===== config.mk =====
export PLATFORM = sky130hd
export DESIGN_NAME = pbrt_front
export DESIGN_NICKNAME = d
export VERILOG_FILES = /design/src/design/pbrt_pkg.sv /design/src/design/pbrt_front.sv
export SDC_FILE = /design/constraint.sdc
export NUM_CORES = 1
export LEC_CHECK = 0
export ABC_AREA = 1
export BUFFER_PORTS_ARGS = -buffer_cell sky130_fd_sc_hd__buf_2
export CORE_MARGIN = 3
export CORE_UTILIZATION = 50
export DETAILED_ROUTE_END_ITERATION = 10
export PLACE_DENSITY = 0.78
export SYNTH_ARGS = -nofsm -noshare
export SYNTH_HDL_FRONTEND = slang
export SYNTH_SLANG_ARGS = --single-unit

===== constraint.sdc =====
create_clock -name clk -period 2.1 [get_ports clk]
set_input_delay 0.315 -clock clk [delete_from_list [all_inputs] [get_ports clk]]
set_output_delay 0.315 -clock clk [all_outputs]
set_load 0.03 [all_outputs]

===== src/design/pbrt_pkg.sv =====
// Package for the pinned bucket reference tracker: widths, codes and queue record.
// No dependencies.
`default_nettype none
package pbrt_pkg;
	localparam int ENTRIES_DEF = 1024;
	localparam int NODES_DEF = 16;
	localparam int COUNT_WIDTH_DEF = 16;
	localparam int NODE_W = 4;
	localparam int IDX_W = 10;
	localparam int CNT_OUT_W = 11;
	localparam logic [CNT_OUT_W-1:0] LONLY_MAX = 11'd2047;

	localparam logic [2:0] ST_OK = 3'd0;
	localparam logic [2:0] ST_OVERFLOW = 3'd1;
	localparam logic [2:0] ST_BAD = 3'd2;
	localparam logic [2:0] ST_REMOTE_BY_LOCAL = 3'd3;
	localparam logic [2:0] ST_IDLE_LOCAL = 3'd4;

	localparam logic [1:0] PL_USE = 2'd0;
	localparam logic [1:0] PL_LFIFO = 2'd1;
	localparam logic [1:0] PL_RFIFO = 2'd2;

	typedef enum logic [1:0] {
		OP_LOCAL_REF,
		OP_LOCAL_OTHER,
		OP_REMOTE,
		OP_REMOTE_BY_LOCAL
	} kind_t;

	typedef struct packed {
		logic rel;
		kind_t kind;
		logic [IDX_W-1:0] entry;
		logic [NODE_W-1:0] node;
	} cmd_t;

	typedef enum logic [2:0] {
		S_IDLE,
		S_READ,
		S_LINKS,
		S_EXEC,
		S_FIX,
		S_OUT,
		S_INIT
	} exec_state_t;
endpackage
`default_nettype wire


===== src/design/pbrt_front.sv =====
// Front end: accepts words, classifies ownership and queues commands.
// Depends on pbrt_pkg.
`default_nettype none
module pbrt_front
	import pbrt_pkg::*;
(
	input wire logic clk,
	input wire logic arst_n,
	input wire logic [NODE_W-1:0] local_node,
	input wire logic s_tvalid,
	output logic s_tready,
	input wire logic [23:0] s_tdata,
	output logic q_valid,
	input wire logic q_ready,
	output cmd_t q_cmd
);
	cmd_t buf_q [2];
	logic [1:0] cnt_q;
	logic wp_q, rp_q;
	cmd_t c;
	logic push, pop;
	logic [NODE_W-1:0] req, own;

	always_comb begin
		req = s_tdata[14:11];
		own = s_tdata[18:15];
		c.rel = s_tdata[0];
		c.entry = s_tdata[10:1];
		c.node = req;
		if (own == local_node)
			c.kind = (req == local_node) ? OP_LOCAL_REF : OP_LOCAL_OTHER;
		else
			c.kind = (req == local_node) ? OP_REMOTE_BY_LOCAL : OP_REMOTE;
	end

	assign s_tready = (cnt_q != 2'd2);
	assign push = s_tvalid && s_tready;
	assign q_valid = (cnt_q != 2'd0);
	assign pop = q_valid && q_ready;
	assign q_cmd = buf_q[rp_q];

	always_ff @(posedge clk) begin
		if (push) buf_q[wp_q] <= c;
	end

	always_ff @(posedge clk or negedge arst_n) begin
		if (!arst_n) begin
			cnt_q <= '0;
			wp_q <= 1'b0;
			rp_q <= 1'b0;
		end else begin
			if (push) wp_q <= ~wp_q;
			if (pop) rp_q <= ~rp_q;
			cnt_q <= cnt_q + {1'b0, push} - {1'b0, pop};
		end
	end
endmodule
`default_nettype wire


==> impl_summary.md, run 1 <==
Status
The run finished with clean final reports.

Detailed routing
The initial detailed-routing violation count is 30. The via total after detailed routing is around 1200. Detailed routing placed a total of around 150 um of wire on met3.

For this block, wires on met1 add up to roughly 990 um. The antenna violation net count after detailed routing is 0. The number of search-and-repair iterations in the first detailed-routing pass is 5.

In the routed layout, each cell is associated on average with a via count of ~4.5. In the final routed layout, each cell accounts on average for around 10 um. After detailed routing, the total wire length is 2.66 mm. The met2 layer wire length in the routed design is between 1 and 1.5 mm. The top routing layer in use is met4.

For this run, design rule violations remaining after detail routing come to 0.

Place
Detailed placement ended at an HPWL of around 1.9 mm. The post-placement worst setup slack is roughly 0.69 ns. In this run the tool buffered the top-level ports with 45 buffer cells. Routability-driven placement finished with a final weighted congestion of between 0.7 and 0.8.

Power and ir drop
Summed over all cells, the static leakage comes to slightly above 1 nW. The analysis attributes to net switching a power of between 1 and 1.5 mW. Of the total power, the share spent switching nets is 39.1%. For this design the ratio of total power to cell area is around 1400 nW/um2.

The internal power contribution is approximately 1.8 mW. Per report_power, the sequential group accounts for between 30% and 40% of the total. Of the total power, combinational logic draws 41.7%. The clock network burns between 20% and 30% of the power. The worst-case vdd ir drop is about 0.00053 V.

Cells and area
Of the cells placed in the final design, the portion with a size suffix greater than 1 is between 20% and 30%. The utilization after layout is 66.3%. The number of antenna diodes in the final layout is 0.

From synthesis to final layout, the design area changed by 24.5%. The net count of the finished layout is ~250. The filler cell count is 251.

The combined area of the multi-input logic cells is 457 um2. Across the whole layout, storage elements account for 1120 um2.

Yosys
The post-synthesis sequential element count is 38. The most instantiated flip-flop cell in the synthesis netlist is sky130_fd_sc_hd__edfxtp_1. The most frequent cell after synthesis is sky130_fd_sc_hd__nand2_1. The synthesized design contains 34 enable-type register cells.

Summed over all instances, the cell type with the most area after synthesis is sky130_fd_sc_hd__edfxtp_1. The synthesized netlist occupies a cell area of between 1500 and 2000 um2. The count of unique library cells instantiated by Yosys is 16. The post-synthesis net count is a little under 200.

The fraction of synthesized cell area taken by the top area cell type is between 60% and 70%. In the synthesized netlist, the number of instances is between 150 and 200. The proportion of register bits with asynchronous set or reset after synthesis is approximately a tenth. Ranked by instance count, the synthesized netlist is headed by sky130_fd_sc_hd__nand2_1, sky130_fd_sc_hd__edfxtp_1, sky130_fd_sc_hd__inv_1. The count of synthesis-stage warnings from yosys is 0. The part of the Yosys area used for sequential elements is about two thirds. In the post-synthesis netlist, the biggest area contributors are sky130_fd_sc_hd__edfxtp_1, sky130_fd_sc_hd__nand2_1, sky130_fd_sc_hd__dfrtp_1, sky130_fd_sc_hd__inv_1, sky130_fd_sc_hd__nor2_1. Dividing the synthesized area by the synthesized cell count gives 10.0 um2.

Worst setup path
The worst setup path is of the register to output pin kind. Data on the critical path arrives at its endpoint at approximately 1.4 ns. The required time of the critical path is 1.78 ns.

In this run the worst path has a maximum fanout of 18. The capturing element type of the critical path is an output pin. The startpoint type of the worst setup path is a register.

Flow run
The number of max-capacitance violations reported is 0.

Timing
For the finished layout, the period the worst path requires is ~1.7 ns. Setup violations remaining at the end of the flow were counted as 0. In this run the tightest slew margin relative to its limit is between 70% and 80%. The hold violation count in the final report is 0. The final sum of negative setup slack is 0 ns. The post-layout worst setup margin is roughly 0.44 ns. The clock arrives with around 0.019 ns of skew. The timing-limited maximum frequency is around 600 MHz. The portion of the clock cycle consumed by the worst path in the final layout is 79.2%. The max-slew violation total from the final report is 0. At the pin with the least slew margin, the transition time is ~0.31 ns.

Setup repair after global routing left no endpoint under its margin.

Die
The floorplan die area is between 4000 and 5000 um2. The count of boundary I/O pins is just over 50. The floorplan step set the die width to ~64 um. From bottom edge to top edge, the die measures approximately 64 um. The number of placement rows is 20.

The floorplan step defined a core boundary enclosing around 3100 um2. Once the floorplan was initialized, standard cells occupied between 50% and 60% of the core.

Global route
The via count of the first global-routing pass is about 1100. Global routing used between 10 and 15% of the available tracks across all layers. The maximum number of pins on one net before global-route repair is 19. The total congestion overflow after global routing is 0. The number of antenna violations at the first check in global routing is 0.

The first-pass GRT wire length is around 4.4 mm.

Clocking
After clock tree synthesis, the clock-pin slew on the worst setup and hold paths is 0.10 ns. No sink is reached through more buffers than the 2 on the longest clock path. The root cell of the clock tree is sky130_fd_sc_hd__clkbuf_4.

The total clock buffers created by CTS is 5. After clock tree synthesis, the repair step resized 0 gates. The clock tree from TritonCTS is built. The number of setup buffers added after CTS is 0.

The insertion delay to the later sink of the worst-skew pair is roughly 0.34 ns. The clock tree synthesis step divided the H-tree into 2 levels. The tree built by TritonCTS fans out to 38 sinks.

Worst hold path
The path class of the tightest hold or removal check is input port to register.
cell type report:
class / instances / share of cell area (%)
sequential: 38 / 54.0
multi-input combinational: 107 / 22.0
timing repair buffer: 51 / 13.1
inverter: 18 / 3.26
clock inverter: 3 / 3.08
tap: 44 / 2.65
clock buffer: 5 / 1.81
metrics by stage:
stage               hold WS [ns]  std cells  cell area [um2]  power, mW
global placement           0.126        257             1960       2.30
detailed placement         0.125        257             1960       2.33
finish                     0.160        266             2070       2.88
floorplan                 0.0194        166             1670       1.98
global route               0.147        266             2070       3.05
CTS                        0.150        266             2070       2.90
critical path, stage by stage, from the launching register on:
cell                      delay [ns]
sky130_fd_sc_hd__dfrtp_1        0.39
sky130_fd_sc_hd__inv_2          0.25
sky130_fd_sc_hd__nand2_1        0.11
sky130_fd_sc_hd__nand2_1        0.07
sky130_fd_sc_hd__buf_2          0.19
cell families (layout without fill, tap and decap cells):
kind of cell,Yosys count,in the layout,synth area share [%]
buf+inv,21,77,5.33
compound gates,1,1,0.300
fa+ha+maj,1,1,0.751
flops,38,38,67.3
simple gates,99,99,23.2
xor+xnor,6,6,3.15
what timing repair did:
action / CTS / global route
hold buffers: 1 / 0
endpoints found under the hold margin: 4 / 0
endpoints found under the setup margin: 0 / 0
routing by layer:
layer	track usage (%)	vias to the layer above
met1	14.9	523
met5	0	-
met2	26.6	39
met4	10.5	0
li1	-	627
met3	3.34	5
power by group through the flow:
stage                     Sequential (mW)  Clock [mW]  Combinational (mW)
after floorplan                      1.10           0               0.879
final                                1.09       0.583                1.20
after CTS                            1.09       0.590                1.22
after global routing                 1.11       0.613                1.32
after detailed placement             1.11           0                1.22
after global placement               1.11           0                1.20
final timing paths:
check,cells after the start,to,slack (ns),from
max,4,q_cmd[8],0.44,rp_q
min reg2reg,2,wp_q,0.54,wp_q
min in group asynchronous,2,cnt_q[0],0.33,arst_n
min,1,buf_q[0][12],0.16,s_tdata[9]
max reg2reg,6,cnt_q[1],0.68,cnt_q[1]
max in group asynchronous,2,cnt_q[1],1.64,arst_n
layout by cell type, fill, tap and decap left out:
cell type and count:
sky130_fd_sc_hd__xor2_1 3, sky130_fd_sc_hd__or2_4 1, sky130_fd_sc_hd__buf_4 5, sky130_fd_sc_hd__ha_1 1, sky130_fd_sc_hd__bufinv_16 2, sky130_fd_sc_hd__xnor2_1 3
sky130_fd_sc_hd__dlygate4sd3_1 1, sky130_fd_sc_hd__inv_1 17, sky130_fd_sc_hd__inv_2 1, sky130_fd_sc_hd__a21oi_1 1, sky130_fd_sc_hd__edfxtp_1 34, sky130_fd_sc_hd__nand2_2 1
sky130_fd_sc_hd__nand2_1 87, sky130_fd_sc_hd__clkinv_1 1, sky130_fd_sc_hd__nand3_1 1, sky130_fd_sc_hd__clkbuf_4 5, sky130_fd_sc_hd__buf_2 45, sky130_fd_sc_hd__dfrtp_1 4
sky130_fd_sc_hd__nor2_1 8, sky130_fd_sc_hd__nand3_2 1
flip-flops by register name (all words and copies together), names as in the netlist:
signal  count
buf_q      34
cnt_q       2
rp_q        1
wp_q        1
Power figures use the tool's default switching activity.
==> run 2: changes to the inputs <==
ABC_AREA = 0   (was 1)
CORE_UTILIZATION = 49   (was 50)
clock period = 1.7 ns   (was 2.1 ns; I/O delays follow)
==> run 2 against run 1 <==
Compared with the run above:
- flip-flop and latch count unchanged
- wire length rose by 7.3%
- sequential power up 28%
- area after synthesis decreased by 7.3%
- cell count shrank 30%
==> impl_summary.md, run 2 <==
Status
The flow ran to the end, and the final reports show no timing, DRC or antenna violations.

Yosys
The synthesized netlist devotes around 2% of its cell area to compound gates. The synthesized netlist occupies a cell area of between 1500 and 2000 um2. For this run, the register share of the synthesized area comes to ~73%.

In this run, synthesis produced a sequential element count of 38. Summed over its instances, the top area cell type makes up 66.1% of the synthesized netlist area. The count of synthesis-stage warnings from yosys is 0. By area the synthesized netlist is led by sky130_fd_sc_hd__edfxtp_1, sky130_fd_sc_hd__mux2_2, sky130_fd_sc_hd__dfrtp_1, sky130_fd_sc_hd__xnor2_1, sky130_fd_sc_hd__xor2_1. Among all cell types in the netlist, the one instantiated most often is sky130_fd_sc_hd__edfxtp_1. The cell type with the largest total area after synthesis is sky130_fd_sc_hd__edfxtp_1.

Counting flops with an async set or reset pin after synthesis yields a share of a little over a tenth. The post-synthesis cell count is 86. Summing the areas of all xor and xnor instances in the mapped netlist gives between 6 and 7% of the synthesized area. Counting flops with a built-in enable in the synthesized netlist gives 34.

The synthesized-area fraction occupied by and/or/nand/nor cells is under 10%. The adder and majority gate portion of the synthesized area is less than 1%. The post-synthesis net count is around 120. By count the netlist is led by sky130_fd_sc_hd__edfxtp_1, sky130_fd_sc_hd__mux2_2, sky130_fd_sc_hd__xnor2_1.

The synthesized area divided by synthesized cell count is around 18 um2. The count of unique library cells instantiated by Yosys is 21. After synthesis, the largest family of logic cells by area is multiplexers. Multiplexer cells account for approximately an eighth of the synthesized area. The most used flip-flop cell after synthesis is sky130_fd_sc_hd__edfxtp_1.

Worst setup path
Traced cell by cell, the critical path runs through buf_6 -> mux2_4 -> buf_6. The launch instance of the worst register-to-register path is cnt_q[0]. The critical path is of the register to output pin type.

For this run, the slowest stage of the critical path takes roughly 0.44 ns. STA classifies the critical path endpoint as an output pin. The peak fanout along the critical path is 8. The worst-case reg-to-reg path depth is 3. The cell seen most often among critical-path stages is sky130_fd_sc_hd__buf_6. The buffer and inverter count on the worst path is 2.

The worst flop-to-flop path endpoint is buf_q[1][3]. The worst endpoint data arrival time is 1.43 ns. The worst reg-to-reg setup slack is roughly 0.33 ns. The required time of the critical path is 1.44 ns. On the critical path the largest part of the delay comes from flip-flops. The worst setup path is launched from a register. Counting buffers and inverters, the worst setup path is 3 cells deep. For this design, the slowest cell found on the critical path is sky130_fd_sc_hd__dfrtp_1.

Timing
Setup repair after global routing could not meet its margin everywhere. The max-slew violation total from the final report came to 0. The post-route minimum period is 1.68 ns. The hold violation count in the final report is 0. Setup violations remaining at the end of the flow were counted as 0. The post-layout worst setup margin is roughly 0.019 ns. The post-route clock skew is roughly 0.011 ns. The headroom to the max-slew limit is between 80% and 90%.

Static timing analysis puts the maximum clock frequency at a little under 600 MHz. For the pin with the worst max-slew slack, the measured transition is between 0.2 and 0.25 ns. Dividing the final minimum period by the clock period gives a little over nine tenths.

Cells and area
buf_q holds more flip-flops than any other register. Leaving out fill and tap cells, the most frequent cell in the layout is sky130_fd_sc_hd__edfxtp_1. The antenna cell count is 0. With fillers left out, the area of the finished cells amounts to ~2100 um2. The register with the most flip-flops in the layout has 34 of them. Of the cells placed in the final design, the portion with a size suffix greater than 1 is 54.5%. The combined area of the multi-input logic cells is 468 um2.

The layout has 173 filler cells. The area occupied by registers is around 1100 um2. The relative area change from synthesis to final layout is 39.0%. The number of nets at the end of the flow is roughly 180.

In the final layout, the registers with the most flip-flops are buf_q x34, cnt_q x2. Leaving out fill and tap cells, the most frequent cells in the layout are sky130_fd_sc_hd__edfxtp_1, sky130_fd_sc_hd__buf_2, sky130_fd_sc_hd__buf_6.

Place
The congestion estimate from routability-driven global placement came to about 0.7. Input and output buffers added on the ports amount to 45. Summing all placed instances gives a cell area of ~1900 um2.

At the placement stage, the worst setup path has a slack of roughly 0.37 ns. Once detailed placement completed, the half-perimeter wirelength came to between 1.5 and 2 mm.

Global route
The first-pass GRT wire length is about 4.4 mm. The maximum number of pins on one net before global-route repair is 18. The number of antenna violations at the first check in global routing is 0. The global-route usage over all layers is between 10% and 20%. The via count of the first global-routing pass is approximately 1000.

The total congestion overflow after global routing is 0.

Die
The initial cell density of the core is 53.7%. The count of boundary I/O pins is 51. The die is slightly above 60 um tall. The floorplan has 19 rows. The width of the die is 62.2 um. The floorplan die area is approximately 3900 um2. The area of the core region is 2880 um2.

Clocking
After clock tree synthesis, the clock-pin slew on the worst setup and hold paths is roughly 0.12 ns. The maximum clock insertion buffer count is 2. The root buffer cell chosen for the clock tree is sky130_fd_sc_hd__clkbuf_4. TritonCTS created 5 clock buffers. The insertion delay to the later sink of the worst-skew pair is between 0.3 and 0.4 ns. TritonCTS built the clock tree. The CTS sink count is 38. In this run the number of H-tree levels came out at 2.

Detailed routing
The total length of routed wires is between 2 and 3 mm. The initial detailed-routing violation count is 28. The via total after detailed routing is 945.

The number of search-and-repair iterations in the first detailed-routing pass is 4. After detailed routing, the number of vias per cell comes to about 5.1. The count of unresolved DRC violations after routing is 0.

The antenna violation net count after detailed routing is 0. After detailed routing, the average wire length per cell comes to 15.3 um.

Worst hold path
Counting instances, the worst hold path has a depth of 1. The worst hold path terminates at buf_q[0][9]. The class of the tightest hold or removal check is input port to register. The worst hold path begins at s_tdata[6].

Power and ir drop
For this design the static power due to leakage is 0.876 nW. The worst-case vdd ir drop is 0.00100 V. The ratio of total power to cell area is around 1800 nW/um2.

Flow run
The number of max-capacitance violations reported is 0.
==> run 2: routing by layer <==
layer | GRT usage [%] | share of wire [%] | vias up
met3 | 7.75 | 8.3 | 5
met5 | 0 | 0 | -
met4 | 2.76 | 0.49 | 0
met1 | 15.9 | 38 | 459
li1 | - | - | 439
met2 | 26.6 | 53 | 42
==> run 2: power by group <==
group / total [mW] / internal, mW / switching (mW)
Sequential: 1.40 / 1.29 / 0.117
Clock: 0.740 / 0.453 / 0.286
Combinational: 1.78 / 0.864 / 0.919
Total: 3.93 / 2.60 / 1.32
==> run 2: worst max-delay path by stage <==
stage	start	end	slack, ns
after floorplan	cnt_q[0]	buf_q[1][0]	0.02
after global placement	rp_q	q_cmd[2]	0.39
after detailed placement	cnt_q[0]	buf_q[1][1]	0.37
after CTS	rp_q	q_cmd[2]	-0.002
after global routing	rp_q	q_cmd[11]	-0.06
final	rp_q	q_cmd[11]	0.02
==> run 2: logic make-up (layout without fill, tap and decap cells) <==
logic type,Yosys count,in the layout
AND/OR/NAND/NOR,12,12
AO/OA/AOI/OAI,4,4
multiplexers,17,17
flip-flops,38,38
buffers and inverters,2,61
XOR/XNOR,12,12
adder cells (fa/ha/maj),1,1
==> run 2: area by class of cell <==
type                            count  area share [%]
Multi-Input combinational cell     46            21.8
Clock inverter                      3            2.97
Timing Repair Buffer               53            18.9
Sequential cell                    38            52.2
Tap cell                           42            2.45
Clock buffer                        5            1.75
==> run 2: worst reg2reg max path, cell delays in order, from the launching register on <==
cell and delay (ns):
sky130_fd_sc_hd__dfrtp_1 0.46, sky130_fd_sc_hd__nand2b_1 0.19, sky130_fd_sc_hd__and3_1 0.16, sky130_fd_sc_hd__buf_4 0.25
==> run 2: stage by stage <==
| step | setup TNS [ns] | hold WS (ns) | utilization, % | power, mW | cells |
|---|---|---|---|---|---|
| floorplan | 0 | -0.0406 | - | 2.37 | 86 |
| global placement | 0 | 0.0631 | 64.4 | 2.71 | 176 |
| detailed placement | 0 | 0.0640 | 64.4 | 2.75 | 176 |
| CTS | -0.00271 | 0.0951 | 68.5 | 3.51 | 185 |
| global route | -0.737 | 0.0790 | 74.7 | 4.11 | 187 |
| finish | 0 | 0.108 | 74.7 | 3.93 | 187 |
==> run 2: timing repair <==
item                       4_1_cts  5_1_grt
buffers inserted                 0        1
pin swaps                        0        0
hold endpoints to repair         4        0
setup endpoints to repair        4       17
gates resized for setup          2       67
gates cloned                     0        1
hold buffers                     1        0
==> run 3: changes to the inputs <==
PLACE_DENSITY = 0.8   (was 0.78)
==> run 3 against run 2 <==
Compared with the run above:
- non-clock buffer count unchanged
- final area is 5.8% lower
- die area stayed put
- largest power group unchanged
- flip-flop and latch count did not move
- wire length decreased by 6.2%
- clock skew about the same
- utilization shrank 4.3 points
==> impl_summary.md, run 3 (synthesized netlist as in run 2, its figures left out) <==
Global route
The first-pass GRT wire length is around 4.4 mm. Summed over all layers, the global routing overflow is 0. The number of antenna violations at the first check in global routing is 0. The via count of the first global-routing pass is 944. The global-route usage over all layers is 15.0%. Entering global routing, the biggest net connects 18 pins.

Clocking
The later pin in the worst-skew pair is clocked with a latency of 0.33 ns. The H-tree generated during clock tree synthesis spans 2 levels. The root cell of the clock tree is sky130_fd_sc_hd__clkbuf_4. The CTS sink count is 38. TritonCTS created 5 clock buffers.

The CTS clock-pin slew for the worst setup and hold paths is ~0.11 ns. No sink is reached through more buffers than the 2 on the longest clock path. The clock tree from TritonCTS is built.

Worst setup path
The critical path is of the register to output pin type. Data on the critical path arrives at its endpoint at 1.38 ns. By instance count, the cell type seen most on the critical path is sky130_fd_sc_hd__buf_6.

The signal on the critical path passes through buf_6 -> mux2_2 -> buf_6. The number of gates on the worst path with buffers counted is 3. Counting both buffers and inverters, the worst setup path holds a total of 2.

Data on the critical path is required at its endpoint by around 1.4 ns. The peak fanout along the critical path is 6. The worst-case reg-to-reg path depth is 3. For this run, the slowest stage of the critical path takes 0.42 ns. The capturing element type of the critical path is an output pin.

The most critical setup path has its endpoint at q_cmd[2]. The family with the most delay on the worst path is flip-flops. Among all stages on the critical path, the largest delay is contributed by sky130_fd_sc_hd__dfrtp_2. The critical path launch point is rp_q. The worst flop-to-flop path endpoint is buf_q[1][5]. For flop-to-flop paths, the worst setup slack is 0.33 ns. The worst setup path is launched from a register.

In this run the critical register-to-register path is launched from cnt_q[0].

Cells and area
The final standard cell count with taps included and fillers excluded is approximately 190. The library cell used most frequently in the layout, excluding fill and tap cells, is sky130_fd_sc_hd__edfxtp_1. Leaving out fill and tap cells, the most frequent cells in the layout are sky130_fd_sc_hd__edfxtp_1, sky130_fd_sc_hd__buf_2, sky130_fd_sc_hd__mux2_2. The filler cell count is slightly above 200.

The finished layout cell area is around 2000 um2. The register with the most flip-flops in the layout has 34 of them. The register with the highest flop count is buf_q. The repair_antennas step left the layout with diodes totalling 0. The utilization after layout is 70.4%.

From synthesis to final layout, the design area changed by 31.0%. The number of nets at the end of the flow is approximately 180. The share of cells above drive strength 1 is between 50 and 60%. In the final layout, the registers with the most flip-flops are buf_q x34, cnt_q x2.

Detailed routing
The count of unresolved DRC violations after routing is 0. The total length of routed wires is between 2 and 3 mm. The final route contains approximately 930 vias. The initial detailed-routing violation count is 21. The number of search-and-repair iterations in the first detailed-routing pass is 4.

In this run the remaining antenna-violating nets after routing total 0. Dividing the detail-routed wire length by the instance count gives between 10 and 15 um. After detailed routing, the number of vias per cell comes to about 5.0.

Timing
Setup violations remaining at the end of the flow were counted as 0. Between clock sinks in the finished design, the worst skew comes to 0.0113 ns. Headroom to the max-slew limit came out at a little over four fifths. The timing-limited maximum frequency is between 600 and 700 MHz. The max-slew violation total from the final report is 0.

The portion of the clock cycle consumed by the worst path in the final layout is a little over nine tenths. The worst slack on hold paths is 0.103 ns. The post-route minimum period is approximately 1.6 ns.

Setup repair after global routing could not meet its margin everywhere. The hold violation count in the final report is 0. For the pin with the worst max-slew slack, the measured transition is between 0.2 and 0.25 ns.

Place
During placement, the flow inserted port buffers numbering 45. The final estimated routing congestion in global placement is about 0.72. In this run the cell area measured after placement is ~1900 um2. After detailed placement, the design holds a cell count of approximately 180.

Power and ir drop
For this design the ratio of total power to cell area is 1690 nW/um2. Across the VDD grid, the largest voltage drop is roughly 0.00096 V. Internal power comes to ~2.2 mW. For this design the static power due to leakage is approximately 0.8 nW. Of the total power, the share spent switching nets is 36.3%. The total chip power is about 3.4 mW. Per report_power, the combinational group accounts for between 40% and 50% of the total. Sequential cells burn 40.7% of the power. The part of the total power dissipated in the clock network is about an eighth.

The switching power is ~1.2 mW.

Die
The die is ~62 um wide. The total area inside the core boundary comes to roughly 2900 um2. The count of boundary I/O pins is a little over 50. The floorplan die area is 3860 um2. For this configuration, the core starts out at a cell density of between 50% and 60%. Measured along the y axis, the die boundary spans around 62 um.

The initialized floorplan defines 19 standard-cell rows.

Status
The run finished with clean final reports.

Flow run
Across the run, the number of max-cap violations was 0.

Worst hold path
The class of the tightest hold or removal check is input port to register. Counting instances, the worst hold path has a depth of 1.
-- run 3: cell count changes in the layout (fill, tap and decap cells not counted) --
cell	delta
sky130_fd_sc_hd__clkbuf_1	+2
sky130_fd_sc_hd__dfrtp_2	+1
sky130_fd_sc_hd__buf_2	+2
sky130_fd_sc_hd__bufinv_16	-2
sky130_fd_sc_hd__buf_4	+2
sky130_fd_sc_hd__dfrtp_1	-1
sky130_fd_sc_hd__mux2_4	-14
sky130_fd_sc_hd__buf_6	-4
sky130_fd_sc_hd__mux2_2	+14
-- run 3: worst min path at each step --
| stage | endpoint | startpoint |
|---|---|---|
| 3_5_place_dp | cnt_q[0] | arst_n |
| 3_3_place_gp | cnt_q[1] | arst_n |
| 6_report | buf_q[0][7] | s_tdata[4] |
| 2_1_floorplan | cnt_q[0] | arst_n |
| 5_1_grt | buf_q[0][10] | s_tdata[7] |
| 4_1_cts | buf_q[0][8] | s_tdata[5] |
-- run 3: final cells by class --
| type | count | area [um2] | area share [%] |
|---|---|---|---|
| flip-flops and latches | 38 | 1120 | 55.4 |
| well taps | 42 | 52.6 | 2.60 |
| multi-input cells | 46 | 415 | 20.5 |
| clock inverters | 1 | 3.75 | 0.185 |
| repair buffers | 53 | 385 | 19.0 |
| clock buffers | 7 | 45.0 | 2.22 |
-- run 3: through the flow --
stage	setup WS (ns)	setup TNS [ns]
5_1_grt	-0.0102	-0.0342
2_1_floorplan	0.0232	0
3_3_place_gp	0.384	0
4_1_cts	0.0154	0
6_report	0.0611	0
3_5_place_dp	0.368	0
-- run 3: power by group through the flow --
stage	clock, mW	sequential, mW	combinational, mW
floorplan	0	1.37	0.995
global placement	0	1.38	1.33
detailed placement	0	1.40	1.35
CTS	0.441	1.38	1.37
global route	0.489	1.42	1.72
finish	0.423	1.40	1.61
-- run 3: worst register-to-register path: stages (launching register included) --
cell	delay, ns
sky130_fd_sc_hd__dfrtp_1	0.46
sky130_fd_sc_hd__nand2b_1	0.18
sky130_fd_sc_hd__and3_1	0.17
sky130_fd_sc_hd__buf_4	0.25
-- run 3: timing repair --
item / CTS / global route
setup buffers: 0 / 1
setup endpoints to repair: 4 / 17
pin swaps: 0 / 0
hold buffers: 1 / 0
gates cloned: 0 / 1
gates resized for setup: 1 / 48
hold endpoints to repair: 4 / 0
-- run 3: layer usage --
metal | track usage (%) | part of all wire [%] | vias to the layer above
li1 | - | - | 441
met1 | 16.0 | 39 | 448
met2 | 25.7 | 53 | 38
met3 | 7.75 | 8.3 | 2
met4 | 4.97 | 0.22 | 0
met5 | 0 | 0 | -
